--- src/hw/rtl/assert_macros.svh ---
// assert_macros.svh: assertion macros used by the RC pulse width decoder RTL.
// Depends on nothing; files that assert include it by its bare name.
`ifndef ASSERT_MACROS_SVH
`define ASSERT_MACROS_SVH

// Clocked property with active-low reset masking.
`define RCPWD_ASSERT(lbl, clk, rst_n, prop, msg) \
    lbl: assert property (@(posedge clk) disable iff (!rst_n) (prop)) else $error(msg);

// Implication in the same cycle, built on the macro above.
`define RCPWD_ASSERT_IMP(lbl, clk, rst_n, ante, cons, msg) \
    `RCPWD_ASSERT(lbl, clk, rst_n, (ante) |-> (cons), msg)

// Implication into the next cycle.
`define RCPWD_ASSERT_NXT(lbl, clk, rst_n, ante, cons, msg) \
    `RCPWD_ASSERT(lbl, clk, rst_n, (ante) |=> (cons), msg)

`endif

--- src/hw/rtl/rcpwd_pkg.sv ---
// rcpwd_pkg: constants, codes and controller/datapath interface types
// for the RC pulse width decoder. No dependencies.
`timescale 1ns / 1ps

package rcpwd_pkg;

    // Capture timer and width scaling
    localparam int CAPTURE_WIDTH = 16;
    localparam int WIDTH_SHIFT   = 5;
    localparam int SCALED_W      = CAPTURE_WIDTH - WIDTH_SHIFT;
    localparam int OVF_W         = 8;
    localparam int TICK_SHIFT_LO = 8;   // 256 counts per overflow tick
    localparam int TICK_SHIFT_HI = 9;   // 512 counts per overflow tick
    localparam int EXT_W = (CAPTURE_WIDTH > OVF_W + TICK_SHIFT_HI) ?
                           CAPTURE_WIDTH : (OVF_W + TICK_SHIFT_HI);

    // Result value and filter
    localparam int VALUE_W  = 11;
    localparam int CMP_W    = (SCALED_W > VALUE_W) ? SCALED_W : VALUE_W;
    localparam logic [VALUE_W-1:0] VALUE_MAX = '1;
    localparam int WEIGHT_W = 4;
    localparam int NUM_W    = VALUE_W + WEIGHT_W;   // blend numerator
    localparam int REM_W    = WEIGHT_W + 1;         // divisor w+1 up to 16
    localparam int CNT_W    = $clog2(NUM_W);

    // Stream widths
    localparam int S_TDATA_W = ((CAPTURE_WIDTH + 7) / 8) * 8;
    localparam int M_TDATA_W = ((VALUE_W + 7) / 8) * 8;
    localparam int M_TUSER_W = 2;

    // Configuration port
    localparam int CFG_ADDR_W = 2;
    localparam int CFG_DATA_W = 11;
    localparam logic [WEIGHT_W-1:0] RST_FILTER_WEIGHT = 4'd4;
    localparam logic                RST_OVF_WEIGHT_SEL = 1'b0;
    localparam logic [VALUE_W-1:0]  RST_PULSE_OFFSET  = 11'd280;

    typedef enum logic [CFG_ADDR_W-1:0] {
        CFG_FILTER_WEIGHT       = 2'd0,
        CFG_OVERFLOW_WEIGHT_SEL = 2'd1,
        CFG_PULSE_OFFSET        = 2'd2
    } t_cfg_addr;

    // Input item kind (carried on tuser)
    typedef enum logic {
        MODE_TICK = 1'b0,
        MODE_EDGE = 1'b1
    } t_mode;

    typedef enum logic [2:0] {
        ST_IDLE,
        ST_OUT_TICK,
        ST_OUT_RISE,
        ST_WIDTH,
        ST_NUMER,
        ST_DIV,
        ST_OUT_FALL
    } t_state;

    // Controller -> datapath
    typedef struct packed {
        logic tick;        // count an overflow tick
        logic rise;        // latch start time, clear overflows
        logic fall;        // latch falling capture
        logic width;       // raw width and one-step move
        logic numer;       // blend numerator, divider start
        logic div_step;    // one restoring divide step
        logic commit;      // store new filtered value
        logic out_load;    // load output register
        logic out_done;
        logic out_reload;
    } t_dp_cmd;

    // Datapath -> controller
    typedef struct packed {
        logic await_rising;
        logic blend_on;
        logic div_last;
    } t_dp_sts;

endpackage

--- src/hw/rtl/rcpwd_dp.sv ---
// rcpwd_dp: datapath of the RC pulse width decoder: config registers, edge
// state, width computation, serial divider and output register. Uses rcpwd_pkg.
`timescale 1ns / 1ps

module rcpwd_dp (
    input  logic                                   i_clk,
    input  logic                                   i_rst_n,
    input  logic                                   i_cfg_we,
    input  logic [rcpwd_pkg::CFG_ADDR_W-1:0]       i_cfg_addr,
    input  logic [rcpwd_pkg::CFG_DATA_W-1:0]       i_cfg_wdata,
    input  logic [rcpwd_pkg::CAPTURE_WIDTH-1:0]    i_capture_time,
    input  rcpwd_pkg::t_dp_cmd                     i_cmd,
    output rcpwd_pkg::t_dp_sts                     o_sts,
    output logic [rcpwd_pkg::VALUE_W-1:0]          o_pulse_value,
    output logic                                   o_sample_done,
    output logic                                   o_timeout_reload
);

    // Configuration registers
    logic [rcpwd_pkg::WEIGHT_W-1:0] r_filter_weight;
    logic                           r_ovf_weight_sel;
    logic [rcpwd_pkg::VALUE_W-1:0]  r_pulse_offset;

    // Edge state
    logic                                r_await_rising;
    logic [rcpwd_pkg::CAPTURE_WIDTH-1:0] r_start_time;
    logic [rcpwd_pkg::OVF_W-1:0]         r_ovf_count;
    logic [rcpwd_pkg::VALUE_W-1:0]       r_filtered;

    // Working registers
    logic [rcpwd_pkg::CAPTURE_WIDTH-1:0] r_cap;
    logic [rcpwd_pkg::VALUE_W-1:0]       r_raw;
    logic [rcpwd_pkg::VALUE_W-1:0]       r_cur;
    logic [rcpwd_pkg::NUM_W-1:0]         r_num;
    logic [rcpwd_pkg::REM_W-1:0]         r_rem;
    logic [rcpwd_pkg::CNT_W-1:0]         r_cnt;

    // Output register
    logic [rcpwd_pkg::VALUE_W-1:0] r_out_value;
    logic                          r_out_done;
    logic                          r_out_reload;

    logic [rcpwd_pkg::EXT_W-1:0]         ovf_ext;
    logic [rcpwd_pkg::EXT_W-1:0]         span_ext;
    logic [rcpwd_pkg::CAPTURE_WIDTH-1:0] span;
    logic [rcpwd_pkg::CMP_W-1:0]         scaled;
    logic [rcpwd_pkg::CMP_W-1:0]         offset_ext;
    logic [rcpwd_pkg::CMP_W-1:0]         above;
    logic [rcpwd_pkg::VALUE_W-1:0]       n_raw;
    logic [rcpwd_pkg::VALUE_W-1:0]       n_cur;
    logic [rcpwd_pkg::NUM_W-1:0]         n_num;
    logic [rcpwd_pkg::REM_W-1:0]         rem_sh;
    logic [rcpwd_pkg::REM_W-1:0]         divisor;
    logic                                q_bit;
    logic [rcpwd_pkg::VALUE_W-1:0]       n_filtered;

    // Config writes; an unused index is ignored
    always_ff @(posedge i_clk) begin
        if (!i_rst_n) begin
            r_filter_weight  <= rcpwd_pkg::RST_FILTER_WEIGHT;
            r_ovf_weight_sel <= rcpwd_pkg::RST_OVF_WEIGHT_SEL;
            r_pulse_offset   <= rcpwd_pkg::RST_PULSE_OFFSET;
        end else if (i_cfg_we) begin
            unique case (i_cfg_addr)
                rcpwd_pkg::CFG_FILTER_WEIGHT:
                    r_filter_weight <= i_cfg_wdata[rcpwd_pkg::WEIGHT_W-1:0];
                rcpwd_pkg::CFG_OVERFLOW_WEIGHT_SEL:
                    r_ovf_weight_sel <= i_cfg_wdata[0];
                rcpwd_pkg::CFG_PULSE_OFFSET:
                    r_pulse_offset <= i_cfg_wdata[rcpwd_pkg::VALUE_W-1:0];
                default: ;
            endcase
        end
    end

    // Span since the rising edge, modulo the capture range
    always_comb begin
        ovf_ext = rcpwd_pkg::EXT_W'(r_ovf_count) << (r_ovf_weight_sel ?
                  rcpwd_pkg::TICK_SHIFT_HI : rcpwd_pkg::TICK_SHIFT_LO);
        span_ext = rcpwd_pkg::EXT_W'(r_cap) - rcpwd_pkg::EXT_W'(r_start_time) + ovf_ext;
        span     = span_ext[rcpwd_pkg::CAPTURE_WIDTH-1:0];
        scaled   = rcpwd_pkg::CMP_W'(span[rcpwd_pkg::CAPTURE_WIDTH-1:rcpwd_pkg::WIDTH_SHIFT]);
        offset_ext = rcpwd_pkg::CMP_W'(r_pulse_offset);
        above    = (scaled < offset_ext) ? '0 : (scaled - offset_ext);
        n_raw    = (above > rcpwd_pkg::CMP_W'(rcpwd_pkg::VALUE_MAX)) ?
                   rcpwd_pkg::VALUE_MAX : above[rcpwd_pkg::VALUE_W-1:0];
    end

    // Stored value moves one step toward the raw width
    always_comb begin
        if (r_filtered < n_raw) begin
            n_cur = r_filtered + 1'b1;
        end else if (r_filtered > n_raw) begin
            n_cur = r_filtered - 1'b1;
        end else begin
            n_cur = r_filtered;
        end
    end

    // Blend numerator cur*w + raw, then restoring divide by w+1
    always_comb begin
        n_num   = rcpwd_pkg::NUM_W'(r_cur) * rcpwd_pkg::NUM_W'(r_filter_weight)
                + rcpwd_pkg::NUM_W'(r_raw);
        divisor = rcpwd_pkg::REM_W'(r_filter_weight) + 1'b1;
        rem_sh  = {r_rem[rcpwd_pkg::REM_W-2:0], r_num[rcpwd_pkg::NUM_W-1]};
        q_bit   = (rem_sh >= divisor);
    end

    // Quotient fits in the value width once all numerator bits are shifted
    assign n_filtered = o_sts.blend_on ? r_num[rcpwd_pkg::VALUE_W-1:0] : r_raw;

    // Edge state updates
    always_ff @(posedge i_clk) begin
        if (!i_rst_n) begin
            r_await_rising <= 1'b1;
            r_start_time   <= '0;
            r_ovf_count    <= '0;
            r_filtered     <= '0;
        end else begin
            if (i_cmd.tick) begin
                r_ovf_count <= r_ovf_count + 1'b1;
            end
            if (i_cmd.rise) begin
                r_ovf_count    <= '0;
                r_start_time   <= i_capture_time;
                r_await_rising <= 1'b0;
            end
            if (i_cmd.fall) begin
                r_await_rising <= 1'b1;
            end
            if (i_cmd.commit) begin
                r_filtered <= n_filtered;
            end
        end
    end

    // Working registers (payload, no reset)
    always_ff @(posedge i_clk) begin
        if (i_cmd.fall) begin
            r_cap <= i_capture_time;
        end
        if (i_cmd.width) begin
            r_raw <= n_raw;
            r_cur <= n_cur;
        end
        if (i_cmd.numer) begin
            r_num <= n_num;
            r_rem <= '0;
            r_cnt <= '0;
        end else if (i_cmd.div_step) begin
            r_num <= {r_num[rcpwd_pkg::NUM_W-2:0], q_bit};
            r_rem <= q_bit ? (rem_sh - divisor) : rem_sh;
            r_cnt <= r_cnt + 1'b1;
        end
    end

    // Output register
    always_ff @(posedge i_clk) begin
        if (i_cmd.out_load) begin
            r_out_value  <= i_cmd.commit ? n_filtered : r_filtered;
            r_out_done   <= i_cmd.out_done;
            r_out_reload <= i_cmd.out_reload;
        end
    end

    assign o_sts.await_rising = r_await_rising;
    assign o_sts.blend_on     = (r_filter_weight != '0);
    assign o_sts.div_last     = (r_cnt == rcpwd_pkg::CNT_W'(rcpwd_pkg::NUM_W - 1));

    assign o_pulse_value    = r_out_value;
    assign o_sample_done    = r_out_done;
    assign o_timeout_reload = r_out_reload;

endmodule

--- src/hw/rtl/rcpwd_ctrl.sv ---
// rcpwd_ctrl: sequencing state machine and output valid tracking for the
// RC pulse width decoder. Uses rcpwd_pkg and assert_macros.svh.
`timescale 1ns / 1ps
`include "assert_macros.svh"

module rcpwd_ctrl (
    input  logic               i_clk,
    input  logic               i_rst_n,
    input  logic               i_in_valid,
    input  logic               i_in_mode,
    output logic               o_in_ready,
    output logic               o_out_valid,
    input  logic               i_out_ready,
    input  rcpwd_pkg::t_dp_sts i_sts,
    output rcpwd_pkg::t_dp_cmd o_cmd
);

    rcpwd_pkg::t_state r_state, n_state;
    logic              r_out_valid, n_out_valid;
    logic              in_xfer;
    logic              slot_free;

    assign in_xfer   = i_in_valid && (r_state == rcpwd_pkg::ST_IDLE);
    assign slot_free = !r_out_valid || i_out_ready;

    // Next state
    always_comb begin
        n_state = r_state;
        unique case (r_state)
            rcpwd_pkg::ST_IDLE: begin
                if (in_xfer) begin
                    if (i_in_mode == rcpwd_pkg::MODE_TICK) begin
                        n_state = rcpwd_pkg::ST_OUT_TICK;
                    end else if (i_sts.await_rising) begin
                        n_state = rcpwd_pkg::ST_OUT_RISE;
                    end else begin
                        n_state = rcpwd_pkg::ST_WIDTH;
                    end
                end
            end
            rcpwd_pkg::ST_WIDTH: begin
                n_state = i_sts.blend_on ? rcpwd_pkg::ST_NUMER : rcpwd_pkg::ST_OUT_FALL;
            end
            rcpwd_pkg::ST_NUMER: begin
                n_state = rcpwd_pkg::ST_DIV;
            end
            rcpwd_pkg::ST_DIV: begin
                if (i_sts.div_last) begin
                    n_state = rcpwd_pkg::ST_OUT_FALL;
                end
            end
            rcpwd_pkg::ST_OUT_TICK,
            rcpwd_pkg::ST_OUT_RISE,
            rcpwd_pkg::ST_OUT_FALL: begin
                if (slot_free) begin
                    n_state = rcpwd_pkg::ST_IDLE;
                end
            end
            default: n_state = rcpwd_pkg::ST_IDLE;
        endcase
    end

    // Datapath commands
    always_comb begin
        o_cmd = '0;
        unique case (r_state)
            rcpwd_pkg::ST_IDLE: begin
                o_cmd.tick = in_xfer && (i_in_mode == rcpwd_pkg::MODE_TICK);
                o_cmd.rise = in_xfer && (i_in_mode == rcpwd_pkg::MODE_EDGE)
                             && i_sts.await_rising;
                o_cmd.fall = in_xfer && (i_in_mode == rcpwd_pkg::MODE_EDGE)
                             && !i_sts.await_rising;
            end
            rcpwd_pkg::ST_WIDTH:    o_cmd.width    = 1'b1;
            rcpwd_pkg::ST_NUMER:    o_cmd.numer    = 1'b1;
            rcpwd_pkg::ST_DIV:      o_cmd.div_step = 1'b1;
            rcpwd_pkg::ST_OUT_TICK: o_cmd.out_load = slot_free;
            rcpwd_pkg::ST_OUT_RISE: begin
                o_cmd.out_load   = slot_free;
                o_cmd.out_reload = 1'b1;
            end
            rcpwd_pkg::ST_OUT_FALL: begin
                o_cmd.out_load = slot_free;
                o_cmd.commit   = slot_free;
                o_cmd.out_done = 1'b1;
            end
            default: o_cmd = '0;
        endcase
    end

    // Output slot occupancy
    always_comb begin
        n_out_valid = r_out_valid;
        if (o_cmd.out_load) begin
            n_out_valid = 1'b1;
        end else if (i_out_ready) begin
            n_out_valid = 1'b0;
        end
    end

    always_ff @(posedge i_clk) begin
        if (!i_rst_n) begin
            r_state     <= rcpwd_pkg::ST_IDLE;
            r_out_valid <= 1'b0;
        end else begin
            r_state     <= n_state;
            r_out_valid <= n_out_valid;
        end
    end

    assign o_in_ready  = (r_state == rcpwd_pkg::ST_IDLE);
    assign o_out_valid = r_out_valid;

    // Assertions
    `RCPWD_ASSERT_NXT(a_busy_after_xfer, i_clk, i_rst_n, in_xfer, !o_in_ready,
        "input accepted but block still ready next cycle")
    `RCPWD_ASSERT_IMP(a_load_slot_free, i_clk, i_rst_n, o_cmd.out_load,
        !r_out_valid || i_out_ready, "result loaded over an untaken result")
    `RCPWD_ASSERT_IMP(a_commit_with_load, i_clk, i_rst_n, o_cmd.commit,
        o_cmd.out_load && o_cmd.out_done, "filtered value stored without a result")
    `RCPWD_ASSERT_NXT(a_div_start, i_clk, i_rst_n, o_cmd.numer,
        r_state == rcpwd_pkg::ST_DIV, "divider not started after numerator")

endmodule

--- src/hw/rtl/rc_pulse_width_decoder.sv ---
// rc_pulse_width_decoder: top level of the RC servo pulse width decoder.
// Instantiates rcpwd_ctrl and rcpwd_dp; uses rcpwd_pkg.
//
// Usage:
//   Slave stream: one transfer per timer event. tuser = mode (0 overflow tick,
//   1 capture edge), tdata = capture time. Edges alternate rising/falling,
//   starting with rising after reset.
//   Master stream: exactly one result transfer per input transfer.
//   tdata = filtered pulse value, tuser = {timeout_reload, sample_done}.
//   Config port: i_cfg_we writes i_cfg_wdata to register i_cfg_addr
//   (0 filter weight, 1 overflow weight select, 2 pulse offset); write only
//   while idle. Unused index 3 is ignored.
// Sequence: ticks and rising edges go from idle to the output state; falling
//   edges pass the width state and, with the blend on, the numerator state and
//   the bit-serial divide by w+1 (15 steps) first. Input is taken only in idle.
// Reset: synchronous, active low; config returns to w=4, 256-count ticks,
//   offset 280; filtered value and overflow count clear, rising edge expected.
// Backpressure: the result sits in an output register; one more input is
//   accepted and processed while it waits, then the block holds until taken.
`timescale 1ns / 1ps

module rc_pulse_width_decoder (
    input  logic                                 i_clk,
    input  logic                                 i_rst_n,
    // configuration
    input  logic                                 i_cfg_we,
    input  logic [rcpwd_pkg::CFG_ADDR_W-1:0]     i_cfg_addr,
    input  logic [rcpwd_pkg::CFG_DATA_W-1:0]     i_cfg_wdata,
    // input stream
    input  logic                                 i_s_axis_tvalid,
    output logic                                 o_s_axis_tready,
    input  logic [rcpwd_pkg::S_TDATA_W-1:0]      i_s_axis_tdata,  // [15:0] capture_time
    input  logic                                 i_s_axis_tuser,  // [0] mode
    // output stream
    output logic                                 o_m_axis_tvalid,
    input  logic                                 i_m_axis_tready,
    output logic [rcpwd_pkg::M_TDATA_W-1:0]      o_m_axis_tdata,  // [10:0] pulse_value, zero pad
    output logic [rcpwd_pkg::M_TUSER_W-1:0]      o_m_axis_tuser   // [0] sample_done,
                                                                   // [1] timeout_reload
);

    rcpwd_pkg::t_dp_cmd             cmd;
    rcpwd_pkg::t_dp_sts             sts;
    logic [rcpwd_pkg::VALUE_W-1:0]  pulse_value;
    logic                           sample_done;
    logic                           timeout_reload;

    rcpwd_ctrl u_ctrl (
        .i_clk       (i_clk),
        .i_rst_n     (i_rst_n),
        .i_in_valid  (i_s_axis_tvalid),
        .i_in_mode   (i_s_axis_tuser),
        .o_in_ready  (o_s_axis_tready),
        .o_out_valid (o_m_axis_tvalid),
        .i_out_ready (i_m_axis_tready),
        .i_sts       (sts),
        .o_cmd       (cmd)
    );

    rcpwd_dp u_dp (
        .i_clk            (i_clk),
        .i_rst_n          (i_rst_n),
        .i_cfg_we         (i_cfg_we),
        .i_cfg_addr       (i_cfg_addr),
        .i_cfg_wdata      (i_cfg_wdata),
        .i_capture_time   (i_s_axis_tdata[rcpwd_pkg::CAPTURE_WIDTH-1:0]),
        .i_cmd            (cmd),
        .o_sts            (sts),
        .o_pulse_value    (pulse_value),
        .o_sample_done    (sample_done),
        .o_timeout_reload (timeout_reload)
    );

    // Pack result fields
    assign o_m_axis_tdata = rcpwd_pkg::M_TDATA_W'(pulse_value);
    assign o_m_axis_tuser = {timeout_reload, sample_done};

endmodule

--- config.mk ---
export PLATFORM = sky130hd
export DESIGN_NAME = rc_pulse_width_decoder
export DESIGN_NICKNAME = d
export VERILOG_FILES = /design/src/hw/rtl/rcpwd_pkg.sv /design/src/hw/rtl/rcpwd_dp.sv /design/src/hw/rtl/rcpwd_ctrl.sv /design/src/hw/rtl/rc_pulse_width_decoder.sv
export VERILOG_INCLUDE_DIRS = /design/src /design/src/hw/rtl
export SDC_FILE = /design/constraint.sdc
export NUM_CORES = 1
export LEC_CHECK = 0
export BUFFER_PORTS_ARGS = -buffer_cell sky130_fd_sc_hd__buf_4
export CAP_MARGIN = 20
export CORE_MARGIN = 1.5
export CORE_UTILIZATION = 45
export DETAILED_ROUTE_END_ITERATION = 10
export HOLD_SLACK_MARGIN = 0.08
export PLACE_DENSITY_LB_ADDON = 0.3
export SLEW_MARGIN = 20
export SYNTH_ARGS = -nofsm -noshare
export SYNTH_HDL_FRONTEND = slang
export SYNTH_SLANG_ARGS = --single-unit
--- constraint.sdc ---
create_clock -name i_clk -period 6.21 [get_ports i_clk]
set_clock_uncertainty 0.2 [all_clocks]
set_input_delay 0.3105 -clock i_clk [delete_from_list [all_inputs] [get_ports i_clk]]
set_output_delay 0.3105 -clock i_clk [all_outputs]
set_load 0.01 [all_outputs]
* Yosys cells after proc, flatten, opt, wreduce, memory -nomap -nowiden
Cells that the tools add are included.
** Storage, ports and cells
- Register bits after elaboration :: 130
- Latch bits :: 0
- Memory bits (writable) :: 0
- Memory bits (read-only) :: 0
- Input bits :: 35
- Output and inout bits :: 20
- Memories kept :: 0
** Operators by class
- Add/subtract/negate cells :: 10
- Multiply operators :: 1
- Divide/modulo/power cells :: 0
- $lt $le $gt $ge :: 5
- Equality and inequality tests :: 12
- Shift-type cells :: 1
- Muxes and demuxes :: 27
- Bitwise gates (word level) :: 2
- Reductions and logical operators :: 20
** Operator list (count)
- two-way mux 11 bit :: 6
- left shift 8 x 32 -> 16 bit :: 1
- two-way mux 15 bit :: 2
- < comparator 11 bit :: 2
- adder 16 bit :: 1
- subtractor 16 bit :: 1
- adder 15 x 11 -> 15 bit :: 1
- multiplier 11 x 4 -> 15 bit :: 1
- two-way mux 3 bit :: 5
- case mux 3 bit (5 select lines) :: 1
- adder 11 x 1 -> 11 bit (second input constant) :: 1
- > comparator 11 bit :: 1
- > comparator 11 bit (second input constant) :: 1
- two-way mux 1 bit :: 11
- subtractor 11 x 1 -> 11 bit (second input constant) :: 1
- subtractor 11 bit :: 1
- == test 3 bit (second input constant) :: 3
- adder 8 x 1 -> 8 bit (second input constant) :: 1
- == test 3 x 2 -> 1 bit (second input constant) :: 2
- AND reduction 2 bit :: 3
- adder 4 x 1 -> 5 bit (second input constant) :: 1
- >= comparator 5 bit :: 1
- logical AND 1 bit :: 5
- adder 4 x 1 -> 4 bit (second input constant) :: 1
- 19 further kinds :: 24

* Logic depth before layout (Yosys ltp)
Gate-level depths: netlist (run 1).
- Depth after elaboration :: 10
- Mapped depth :: 24
- Depth with buffers taken out :: 23

* Cells and area by module
From an unflattened synthesis (run 1), not the netlist that was laid out.
** Unflattened totals
- Cell total of the unflattened synthesis :: 923
- Area total of the unflattened synthesis :: 9127.5 um^2
** Modules (own cells, without submodules)
- rcpwd_dp :: times used 1, cells an instance 872, area each 8722.1 um^2, sequential area each 3183.1 um^2
- rcpwd_ctrl :: times used 1, cells an instance 43, area each 349.1 um^2, sequential area each 80.1 um^2
- rc_pulse_width_decoder :: times used 1, cells an instance 8, area each 56.3 um^2, sequential area each 0.0 um^2

* Worst setup path before layout (run 1)
OpenSTA, ideal clock, no wires.
- Path type :: reg2reg
- Start point :: register u_dp.r_ovf_weight_sel
- End point :: register u_dp.r_cur[2] (netlist bit), data pin
- Arrival :: 5.096 ns
- Required time :: 5.745 ns
- Slack :: 0.649 ns
- Stages on the path, launching flop included :: 24
- Period minus slack after synthesis :: 5.561 ns
- Cell sequence :: dfxtp_1 -> clkbuf_1 -> mux2i_1 -> fa_1 -> inv_1 -> ha_1 -> a21o_1 -> a21oi_1 -> o21ai_4 -> a21oi_1 -> xnor2_1 -> ha_1 -> a2111o_1 -> o22ai_1 -> o31ai_4 -> buf_6 -> nand2_1 -> ha_1 -> a211oi_1 -> nor2_1 -> o31ai_4 -> and2_1 -> o21ai_0 -> xor2_1
** Between the ends
- Longest elaborated chain between the ends :: 10
- Elaborated cells on any way between the ends :: 12
- Classes of those cells :: 2 x add/sub; 4 x order compare; 1 x shift; 5 x mux
** RTL lines
- start, declared :: line rcpwd_dp.sv:21 : logic r_ovf_weight_sel;
- start signal, assigned :: line rcpwd_dp.sv:61 : r_ovf_weight_sel <= rcpwd_pkg::RST_OVF_WEIGHT_SEL;
- start signal, assigned :: line rcpwd_dp.sv:68 : r_ovf_weight_sel <= i_cfg_wdata[0];
- two-way mux 1 bit * :: line rcpwd_dp.sv:78 : ovf_ext = rcpwd_pkg::EXT_W'(r_ovf_count) << (r_ovf_weight_sel ?
- left shift 8 x 32 -> 16 bit * :: line rcpwd_dp.sv:78
- adder 16 bit * :: line rcpwd_dp.sv:80 : span_ext = rcpwd_pkg::EXT_W'(r_cap) - rcpwd_pkg::EXT_W'(r_start_time) + ovf_ext;
- subtractor 11 bit or < comparator 11 bit (tied branches) :: line rcpwd_dp.sv:84 : above = (scaled < offset_ext) ? '0 : (scaled - offset_ext);
- two-way mux 11 bit * :: line rcpwd_dp.sv:84
- > comparator 11 bit :: line rcpwd_dp.sv:85 : n_raw = (above > rcpwd_pkg::CMP_W'(rcpwd_pkg::VALUE_MAX)) ?
- two-way mux 11 bit * :: line rcpwd_dp.sv:85
- > comparator 11 bit :: line rcpwd_dp.sv:93 : end else if (r_filtered > n_raw) begin
- two-way mux 11 bit :: line rcpwd_dp.sv:93
- two-way mux 11 bit * :: line rcpwd_dp.sv:91 : if (r_filtered < n_raw) begin
- via u_dp.n_cur (one bit) :: line rcpwd_dp.sv:50 : logic [rcpwd_pkg::VALUE_W-1:0] n_cur;
- end signal, assigned :: line rcpwd_dp.sv:144 : r_cur <= n_cur;
- end, declared :: line rcpwd_dp.sv:33 : logic [rcpwd_pkg::VALUE_W-1:0] r_cur;
The timed path passes the listed nets; every way through them passes the cells marked *.
A chain may end at the register's enable or synchronous reset.

* Worst setup path after layout (run 1)
- Start point :: register u_dp.r_ovf_count[0] (netlist bit)
- End point :: register u_dp.r_cur[10] (netlist bit), data pin
** Between the ends
- Longest elaborated chain between the ends :: 9
- Elaborated cells on any way between the ends :: 11
- Classes of those cells :: 2 x add/sub; 4 x order compare; 1 x shift; 4 x mux
** RTL lines
- start, declared :: line rcpwd_dp.sv:27 : logic [rcpwd_pkg::OVF_W-1:0] r_ovf_count;
- start signal, assigned :: line rcpwd_dp.sv:121 : r_ovf_count <= r_ovf_count + 1'b1;
- left shift 8 x 32 -> 16 bit * :: line rcpwd_dp.sv:78
- adder 16 bit * :: line rcpwd_dp.sv:80
- subtractor 11 bit or < comparator 11 bit (tied branches) :: line rcpwd_dp.sv:84
- two-way mux 11 bit * :: line rcpwd_dp.sv:84
- > comparator 11 bit :: line rcpwd_dp.sv:85
- two-way mux 11 bit * :: line rcpwd_dp.sv:85
- > comparator 11 bit :: line rcpwd_dp.sv:93
- two-way mux 11 bit :: line rcpwd_dp.sv:93
- two-way mux 11 bit * :: line rcpwd_dp.sv:91
- via u_dp.n_cur (one bit) :: line rcpwd_dp.sv:50
Marks and branches as above.

==> results.yml, run 1 <==
outcome:
  status: "finished, final reports clean"
pwr:
  p_clk_share_pct: 39.1
  power_frac_comb_pct: 23.8
  p_int_uw: 1870
  power_density_nw_per_um2: 254
  vdd_drop_max_uv: 198
  switchingPower_uw: 771
  switching_share_pct: 29.2
  pwr-share-seq_pct: 37.1
  power_uw: 2640
  p_leak_uw: 0.00429
clock_network:
  cts.sinks: 130
  cts_buffer_depth: 2
  path_clk_slew_ps: 60
  cts_setup_buffers: 0
  cts_tree: "done"
  cts-root-buf: "clkbuf_16"
  htreeDepth: 4
  cts_buffers: 17
  clk_latency_ps: 420
finish:
  num_antenna_cells: 0
  fin_area_um2: 10400
  syn_to_final_growth_pct: 17.5
  drive_gt1_share_pct: 11.1
  instances_no_fill: 1277
  final_common_cell: "nand2_1"
  nets: 1148
  layout_common_cells: "142 x nand2_1, 84 x inv_1, 77 x ha_1"
  final_util_pct: 53.6
detailed_routing:
  antenna_left: 0
  avgRoutedWirePerCell_um: 15.0
  num_vias: 6587
  route.final.wire_length_um: 19200
  dr.pass1.iters: 4
  via_per_inst: 5.16
  first_iter_violations: 345
  drc: 0
critical_path:
  worstSetupStartpointType: "flip-flop"
  arrival_ps: 5730
  reg2regPathDepth: 22
  crit_required_ps: 6180
  worst_setup_path_end_kind: "flip-flop"
  cp_max_fo: 15
  rr_endpoint: "u_dp.r_cur[10]"
  regToRegStartpoint: "u_dp.r_ovf_count[0]"
  r2r_slack_ps: 450
  criticalPathCategory: "reg2reg"
logic_synthesis:
  yosysWarnings: 0
  netlist_area_um2: 8840
  yosysSeqAreaShare_pct: 36.9
  async_flop_share_pct: 0
  avgSynthCellArea_um2: 9.61
  synth.distinct_cells: 70
  synth_ff_type: "edfxtp_1"
  yosys.area.top_type: "edfxtp_1"
  synthCells: 920
  synth-edff-count: 66
  ys_seq_elements: 130
  synth_area_leaders: "edfxtp_1 22%, dfxtp_1 14%, ha_1 11%"
  synth_top_area_share_pct: 22.4
place:
  gp_congestion: 0.852
  dpl-instance-area_um2: 9430
  place_hpwl_um: 14500
  port_buffers: 49
  dp_cells: 1209
timing:
  tns_ps: 0
  rsz0062_at_grt: "false"
  fmax_ghz: 0.174
  relSlewSlack_pct: 37.4
  post-route-min-period_ps: 5760
  report.final.slew_viol_count: 0
  fin_crit_sh_pct: 92.7
  hold_viol_final: 0
  tightestPinTransition_ps: 936
  setup_viol: 0
global_routing:
  grt_antenna_before_repair: 0
  gr-total-overflow: 0
  grt_pass1_wl_um: 31500
  grt_use_total_pct: 20.1
  grt_max_degree: 33
  grt_pass1_vias: 6411
die:
  num_io_pins: 55
  rows: 51
  die_h_um: 143
  initial_utilization_pct: 45.6
  die_w_um: 143
  coreArea_um2: 19400
  die_area_um2: 20500
hold_path:
  holdCritPathClass: "in2reg"
  hold_start: "i_m_axis_tready"
  hold_end: "u_ctrl.o_out_valid"
  hold_depth: 3
job:
  cap_violations: 0
[registers in the layout (all words and copies together) (netlist names)]
| name | count |
|---|---|
| u_dp.r_rem | 4 |
| u_dp.r_num | 15 |
| u_ctrl.r_state | 3 |
| u_dp.r_ovf_count | 8 |
| u_dp.r_cap | 16 |
| u_dp.o_sample_done | 1 |
| u_dp.o_pulse_value | 11 |
| u_ctrl.o_out_valid | 1 |
| u_dp.o_timeout_reload | 1 |
| u_dp.r_await_rising | 1 |
| u_dp.r_ovf_weight_sel | 1 |
| u_dp.r_filtered | 11 |
| u_dp.offset_ext | 11 |
| u_dp.r_cnt | 4 |
| u_dp.r_cur | 11 |
| u_dp.r_filter_weight | 4 |
| u_dp.r_raw | 11 |
| u_dp.r_start_time | 16 |
[logic make-up (layout without fill, tap and decap cells)]
family	after synthesis	in the layout	share of synthesized area, %
multiplexers	31	31	3.57
adder cells (fa/ha/maj)	114	114	19.3
flip-flops	130	130	36.9
AND/OR/NAND/NOR	307	307	16.8
buffers and inverters	120	208	5.69
other	1	5	0.0424
XOR/XNOR	49	49	4.85
AO/OA/AOI/OAI	168	168	12.9
[power by group through the flow]
stage | sequential [uW] | clock, uW | combinational (uW)
after floorplan | 989 | 0 | 464
after global placement | 996 | 0 | 597
after detailed placement | 997 | 0 | 609
after CTS | 979 | 1040 | 630
after global routing | 983 | 1080 | 703
final | 978 | 1030 | 627
[cell usage after synthesis, types with 5 or more instances]
cell type    n
nand2_1    142
inv_1       85
ha_1        77
edfxtp_1    66
dfxtp_1     64
a21oi_1     53
nor2_1      45
o21ai_0     40
and2_1      37
fa_1        37
xnor2_1     32
mux2i_1     27
clkbuf_1    18
xor2_1      17
nand3_1     16
buf_4       11
nand2b_1    10
and3_1       8
o21a_1       8
o31ai_1      8
a21o_1       7
nor2b_1      7
nor3_1       6
o211ai_1     6
a211oi_1     5
nand4_1      5
or3_1        5
[worst max path at each step]
stage	slack [ps]	endpoint	startpoint	depth (start not counted)
6_report	450	u_dp.r_cur[10]	u_dp.r_ovf_count[0]	22
5_1_grt	40	u_dp.r_cur[5]	u_dp.r_ovf_count[0]	22
4_1_cts	450	u_dp.r_cur[10]	u_dp.r_ovf_count[0]	22
3_5_place_dp	470	u_dp.r_cur[10]	u_dp.r_ovf_count[0]	22
3_3_place_gp	650	u_dp.r_cur[5]	u_dp.r_cap[3]	22
2_1_floorplan	650	u_dp.r_cur[2]	u_dp.r_ovf_weight_sel	23
[worst max-delay path: stages, from the launching register on]
cell and delay (ps):
dfxtp_1 400, mux2i_1 120, fa_1 490, inv_1 40, ha_1 340, a21o_1 190
a21oi_1 330, o21ai_4 140, a21oi_1 200, xnor2_1 90, ha_1 300, o21ai_0 120
a21oi_1 170, o22ai_1 160, o31ai_4 510, o21ai_0 180, ha_1 360, nand4_1 150
nor3_2 430, nand2b_1 200, a211oi_2 70, a31oi_1 240, xnor2_1 80
[area by class of cell]
| class | count | area [um^2] |
|---|---|---|
| fillers | 1769 | 9010 |
| multi-input cells | 674 | 5100 |
| flip-flops and latches | 130 | 3260 |
| repair buffers | 90 | 771 |
| clock buffers | 21 | 450 |
| well taps | 265 | 332 |
| inverters | 86 | 323 |
| clock inverters | 11 | 149 |
[timing repair]
action                                 in CTS  in global routing
hold buffers                               35                  0
endpoints found under the hold margin      49                  0
setup endpoints to repair                   0                  0
resized for setup                           0                  0
[stage by stage]
stage | hold slack [ps] | worst slack, ps
6_report | 88.6 | 452
3_3_place_gp | 244 | 653
2_1_floorplan | 209 | 649
4_1_cts | 81.0 | 449
5_1_grt | 90.1 | 40.0
3_5_place_dp | 247 | 474
[routing by layer]
metal / global-route usage (%) / wire [um]
met5: 0 / 0
met4: 9.17 / 604
met3: 4.53 / 795
met2: 33.2 / 9090
met1: 25.0 / 8670
Note: power is estimated with default switching activity, not from simulation.
==> run 2, diff against run 1 <==
--- a/config.mk
+++ b/config.mk
@@ -10,10 +10,12 @@
 export CAP_MARGIN = 20
 export CORE_MARGIN = 1.5
 export CORE_UTILIZATION = 45
+export CTS_CLUSTER_SIZE = 14
 export DETAILED_ROUTE_END_ITERATION = 10
 export HOLD_SLACK_MARGIN = 0.08
 export PLACE_DENSITY_LB_ADDON = 0.3
 export SLEW_MARGIN = 20
 export SYNTH_ARGS = -nofsm -noshare
 export SYNTH_HDL_FRONTEND = slang
+export SYNTH_HIERARCHICAL = 1
 export SYNTH_SLANG_ARGS = --single-unit
==> run 2 against run 1 <==
Against the previous run: worst hold slack improved by 18 ps; critical endpoint is now u_dp/r_cur[5]; clock-buffer cell count fell by 3; sequential share of layout area fell by 0.60 points; cell count fell by 0.55%; design area rose by 2.0%.
==> results.yml, run 2 <==
detailed_routing:
  drc: 0
  antenna_left: 0
  avgRoutedWirePerCell_um: 14.6
  dr.pass1.iters: 4
  route.final.wire_length_um: 18600
  num_vias: 6544
  first_iter_violations: 235
  via_per_inst: 5.15
critical_path:
  crit_required_ps: 6180
  arrival_ps: 5700
  criticalPathCategory: "reg2reg"
  worst_setup_path_end_kind: "flip-flop"
  crit_chain: "mux2i_1 > fa_1 > inv_1 > ha_1 > o21ai_1 > nand2b_1 > a21oi_1 > a211oi_4 > mux2i_1 > o311ai_1 > ha_1 > and3_1 > o21ai_0 > nand2_1 > a21oi_1 > o21ai_1 > nand2_1 > ha_1 > and3_1 > nand4_1 > nand3_1 > nor4_1 > mux2i_1 > xnor2_1"
  slowest_delay_ps: 490
  r2r_slack_ps: 490
  cp_max_fo: 13
  worstSetupStartpointType: "flip-flop"
  slowest_stage: "fa_1"
global_routing:
  grt_use_total_pct: 18.1
  gr-total-overflow: 0
  grt_pass1_vias: 6414
  grt_pass1_wl_um: 30900
  grt_max_degree: 52
  grt_antenna_before_repair: 0
pwr:
  power_density_nw_per_um2: 294
  pwr-share-seq_pct: 33.5
  p_clk_share_pct: 33.4
  vdd_drop_max_uv: 209
  switchingPower_uw: 1050
  p_int_uw: 2060
  power_uw: 3120
  switching_share_pct: 33.7
  power_frac_comb_pct: 33.1
  p_leak_uw: 0.00440
clock_network:
  clk_latency_ps: 430
  cts_buffers: 17
  cts_setup_buffers: 0
  cts_resized: 0
  cts_tree: "done"
  htreeDepth: 4
  cts.sinks: 130
  cts_buffer_depth: 2
  path_clk_slew_ps: 70
  cts-root-buf: "clkbuf_16"
timing:
  rsz0062_at_grt: "false"
  postLayoutSetupSlackWorst_ps: 487
  report.final.slew_viol_count: 0
  post-route-min-period_ps: 5720
  tightestPinTransition_ps: 816
  fin_crit_sh_pct: 92.2
  relSlewSlack_pct: 45.6
  tns_ps: 0
  hold_viol_final: 0
  setup_viol: 0
  fmax_ghz: 0.175
logic_synthesis:
  yosysMostFrequentCell: "inv_1"
  avgSynthCellArea_um2: 9.89
  async_flop_share_pct: 0
  synthCells: 923
  ys_top_cells_by_count: "87 x inv_1, 86 x nand2_1, 78 x ha_1"
  yosys.area.top_type: "edfxtp_1"
  synth.distinct_cells: 72
  synth_top_area_share_pct: 21.7
  synth-edff-count: 66
  yosysWarnings: 6
  synth_ff_type: "edfxtp_1"
  synth_area_leaders: "edfxtp_1 22%, dfxtp_1 14%, ha_1 11%"
  ys_seq_elements: 130
  netlist_area_um2: 9130
  yosysSeqAreaShare_pct: 35.8
die:
  initial_utilization_pct: 46.4
  die_area_um2: 21100
  num_io_pins: 55
  rows: 51
  die_h_um: 145
  coreArea_um2: 19700
  die_w_um: 145
place:
  pre_cts_slack_ps: 255
  place_hpwl_um: 13900
  port_buffers: 49
  gp_congestion: 0.869
finish:
  num_antenna_cells: 0
  syn_to_final_growth_pct: 16.1
  drive_gt1_share_pct: 12.3
  register_area_um2: 3260
  reg_top3: "u_dp/r_cap (16), u_dp/r_start_time (16), u_dp/r_num (15)"
  fillers: 1832
  final_util_pct: 53.9
  nets: 1142
  multi_input_area_um2: 5350
  final_common_cell: "inv_1"
  layout_common_cells: "87 x inv_1, 86 x nand2_1, 78 x ha_1"
job:
  cap_violations: 0
hold_path:
  holdCritPathClass: "in2reg"
outcome:
  status: "finished, final reports clean"
-- run 2: cells by family after synthesis --
kind of cell	after synthesis	share of synthesized area [%]
compound gates	143	10.6
flops	130	35.8
fa+ha+maj	115	18.8
buf+inv	126	5.87
mux	68	7.66
xor+xnor	47	4.51
other cells	1	0.0411
simple gates	293	16.8
-- run 2: through the flow --
stage          hold WS, ps  cell area (um^2)  instances
2_1_floorplan          209              9140        927
3_3_place_gp           251              9690       1209
3_5_place_dp           262              9690       1209
4_1_cts                100             10600       1270
5_1_grt                110             10600       1270
6_report               106             10600       1270
-- run 2: worst paths after layout --
kind | cells past startpoint | start | endpoint
worst min register to register | 2 | u_dp/offset_ext[10] | u_dp/offset_ext[10]
worst min-delay path | 2 | i_rst_n | u_dp/r_await_rising
worst max register to register | 24 | u_dp/r_ovf_weight_sel | u_dp/r_cur[5]
worst max-delay path | 24 | u_dp/r_ovf_weight_sel | u_dp/r_cur[5]
-- run 2: critical path: cells and delay by family (launching register included) --
kind	cells	cell delay [ps]
adder cells (fa/ha/maj)	4	1470
buffers and inverters	1	40
AND/OR/NAND/NOR	8	1330
multiplexers	3	500
AO/OA/AOI/OAI	7	1360
flip-flops	1	430
XOR/XNOR	1	140
-- run 2: layer usage --
metal / part of all wire (%) / vias up / routed length [um] / global-route usage, %
li1: - / 3311 / - / -
met1: 47 / 3115 / 8780 / 22.5
met2: 48 / 90 / 8910 / 30.9
met3: 2.8 / 28 / 515 / 3.86
met4: 2.1 / 0 / 383 / 6.63
met5: 0 / - / 0 / 0
-- run 2: timing repair --
action | 4_1_cts | 5_1_grt
hold endpoints to repair | 49 | 0
setup endpoints to repair | 0 | 0
hold buffers | 29 | 0
-- run 2: area by class of cell --
| cell class | instances | share of cell area [%] |
|---|---|---|
| inverter | 87 | 3.08 |
| clock inverter | 14 | 1.51 |
| timing repair buffer | 85 | 6.71 |
| clock buffer | 18 | 4.25 |
| multi-input combinational | 671 | 50.5 |
| tap | 265 | 3.13 |
| sequential | 130 | 30.8 |
-- run 2: power groups by stage --
| stage | clock network, uW | registers [uW] | logic [uW] |
|---|---|---|---|
| 2_1_floorplan | 0 | 1050 | 809 |
| 3_3_place_gp | 0 | 1060 | 997 |
| 3_5_place_dp | 0 | 1060 | 1010 |
| 5_1_grt | 1100 | 1050 | 1160 |
| 6_report | 1040 | 1040 | 1030 |
| 4_1_cts | 1060 | 1040 | 1040 |
==> run 3, diff against run 2 <==
--- a/config.mk
+++ b/config.mk
@@ -12,10 +12,11 @@
 export CORE_UTILIZATION = 45
 export CTS_CLUSTER_SIZE = 14
 export DETAILED_ROUTE_END_ITERATION = 10
-export HOLD_SLACK_MARGIN = 0.08
+export HOLD_SLACK_MARGIN = 0.05
 export PLACE_DENSITY_LB_ADDON = 0.3
 export SLEW_MARGIN = 20
 export SYNTH_ARGS = -nofsm -noshare
 export SYNTH_HDL_FRONTEND = slang
 export SYNTH_HIERARCHICAL = 1
 export SYNTH_SLANG_ARGS = --single-unit
+export TNS_END_PERCENT = 100
==> constraint.sdc (replaced) <==
create_clock -name i_clk -period 6.21 [get_ports i_clk]
set_clock_uncertainty 0.2 [all_clocks]
set_input_delay 0.3105 -clock i_clk [delete_from_list [all_inputs] [get_ports i_clk]]
set_output_delay 0.3105 -clock i_clk [all_outputs]
set_load 0.1 [all_outputs]
==> run 3 against run 2 <==
Against the previous run: clock power hardly changed; sequential share of layout area is 0.059 points higher; routed wire length is 0.37% lower; cell count is 0.16% lower; flip-flop and latch count stayed put; core utilization is 0.10 points lower; worst hold slack worse by 35 ps; design area is 0.19% lower; register-to-register slack hardly changed; global-route usage hardly changed; critical path depth stayed put; power is 4.5% higher; largest cell class unchanged.
==> results.yml, run 3 (synthesis gave the netlist of run 2 again) <==
outcome:
  status: "finished, final reports clean"
timing:
  relSlewSlack_pct: 45.4
  tns_ps: 0
  fmax_ghz: 0.175
  hold_ws_ps: 71.6
  rsz0062_at_grt: "false"
  setup_viol: 0
  tightestPinTransition_ps: 819
  post-route-min-period_ps: 5730
  postLayoutSetupSlackWorst_ps: 483
  hold_viol_final: 0
  fin_crit_sh_pct: 92.2
  report.final.slew_viol_count: 0
detailed_routing:
  route.final.wire_length_um: 18500
  via_per_inst: 5.14
  drc: 0
  avgRoutedWirePerCell_um: 14.6
  antenna_left: 0
  dr.pass1.iters: 5
  num_vias: 6523
  first_iter_violations: 260
place:
  dpl-instance-area_um2: 9690
  pre_cts_slack_ps: 255
  gp_congestion: 0.869
  place_hpwl_um: 13900
  port_buffers: 49
finish:
  nets: 1140
  fillers: 1831
  layout_common_cells: "87 x inv_1, 86 x nand2_1, 78 x ha_1"
  reg_top3: "u_dp/r_cap (16), u_dp/r_start_time (16), u_dp/r_num (15)"
  final_common_cell: "inv_1"
  drive_gt1_share_pct: 12.4
  syn_to_final_growth_pct: 15.9
  num_antenna_cells: 0
  fin_area_um2: 10600
die:
  coreArea_um2: 19700
  initial_utilization_pct: 46.4
  die_h_um: 145
  num_io_pins: 55
  rows: 51
  die_area_um2: 21100
  die_w_um: 145
hold_path:
  holdCritPathClass: "in2reg"
critical_path:
  crit_required_ps: 6180
  slowest_stage: "fa_1"
  cp_max_fo: 13
  arrival_ps: 5690
  worst_setup_path_end_kind: "flip-flop"
  slowest_delay_ps: 490
  crit_chain: "mux2i_1 > fa_1 > inv_1 > ha_1 > o21ai_1 > nand2b_1 > a21oi_1 > a211oi_4 > mux2i_1 > o311ai_1 > ha_1 > and3_1 > o21ai_0 > nand2_1 > a21oi_1 > o21ai_1 > nand2_1 > ha_1 > and3_1 > nand4_1 > nand3_1 > nor4_1 > mux2i_1 > xnor2_1"
  worstSetupStartpointType: "flip-flop"
  criticalPathCategory: "reg2reg"
clock_network:
  cts.sinks: 130
  cts_setup_buffers: 0
  cts-root-buf: "clkbuf_16"
  cts_buffers: 17
  clk_latency_ps: 430
  cts_buffer_depth: 2
  cts_tree: "done"
  path_clk_slew_ps: 70
  htreeDepth: 4
job:
  cap_violations: 0
global_routing:
  gr-total-overflow: 0
  grt_use_total_pct: 18.1
  grt_antenna_before_repair: 0
  grt_pass1_wl_um: 30800
  grt_pass1_vias: 6408
  grt_max_degree: 52
pwr:
  power_density_nw_per_um2: 308
  vdd_drop_max_uv: 205
  p_leak_uw: 0.00440
## run 3: cell types whose count changed in the layout (fill, tap and decap cells not counted), sizes merged
cell         before  now
dlygate4sd3      29   27
## run 3: metal layers
metal,GRT usage (%),wire length [um],share of wire [%]
met5,0,0,0
met4,6.63,408,2.2
met3,3.86,546,2.9
met2,30.8,8840,48
met1,22.4,8730,47
## run 3: repair_timing
item / 4_1_cts / 5_1_grt
endpoints found under the hold margin: 48 / 0
hold buffers: 27 / 0
gates resized for setup: 0 / 0
## run 3: final timing paths
check,startpoint,to,slack (ps),cells past startpoint
worst max-delay path,u_dp/r_ovf_weight_sel,u_dp/r_cur[5],480,24
worst min register to register,u_dp/offset_ext[10],u_dp/offset_ext[10],270,2
worst min-delay path,i_m_axis_tready,u_ctrl/o_out_valid,70,3
worst max register to register,u_dp/r_ovf_weight_sel,u_dp/r_cur[5],480,24
## run 3: final cells by class
class	count	area, um^2	area share (%)
Inverter	87	327	3.09
Clock inverter	14	160	1.51
Sequential cell	130	3260	30.9
Tap cell	265	332	3.14
Multi-Input combinational cell	671	5350	50.6
Timing Repair Buffer	83	691	6.53
Clock buffer	18	450	4.26
## run 3: critical path: cells and delay by family (launching register included)
| kind | cells | cell delay (ps) |
|---|---|---|
| AO/OA/AOI/OAI | 7 | 1370 |
| adder cells (fa/ha/maj) | 4 | 1470 |
| XOR/XNOR | 1 | 140 |
| buffers and inverters | 1 | 40 |
| flip-flops | 1 | 430 |
| AND/OR/NAND/NOR | 8 | 1330 |
| multiplexers | 3 | 500 |
## run 3: stage by stage
| stage | power [uW] | utilization [%] | instances |
|---|---|---|---|
| 5_1_grt | 3460 | 53.8 | 1268 |
| 3_5_place_dp | 2220 | 49.3 | 1209 |
| 6_report | 3260 | 53.8 | 1268 |
| 2_1_floorplan | 2000 | - | 927 |
| 4_1_cts | 3290 | 53.8 | 1268 |
| 3_3_place_gp | 2200 | 49.3 | 1209 |
## run 3: power breakdown
group | switching (uW) | internal [uW] | total [uW] | leakage (uW)
combinational | 697 | 479 | 1180 | 0.00298
sequential | 53.3 | 990 | 1040 | 0.00112
clock | 441 | 596 | 1040 | 0.000298
total | 1190 | 2070 | 3260 | 0.00440
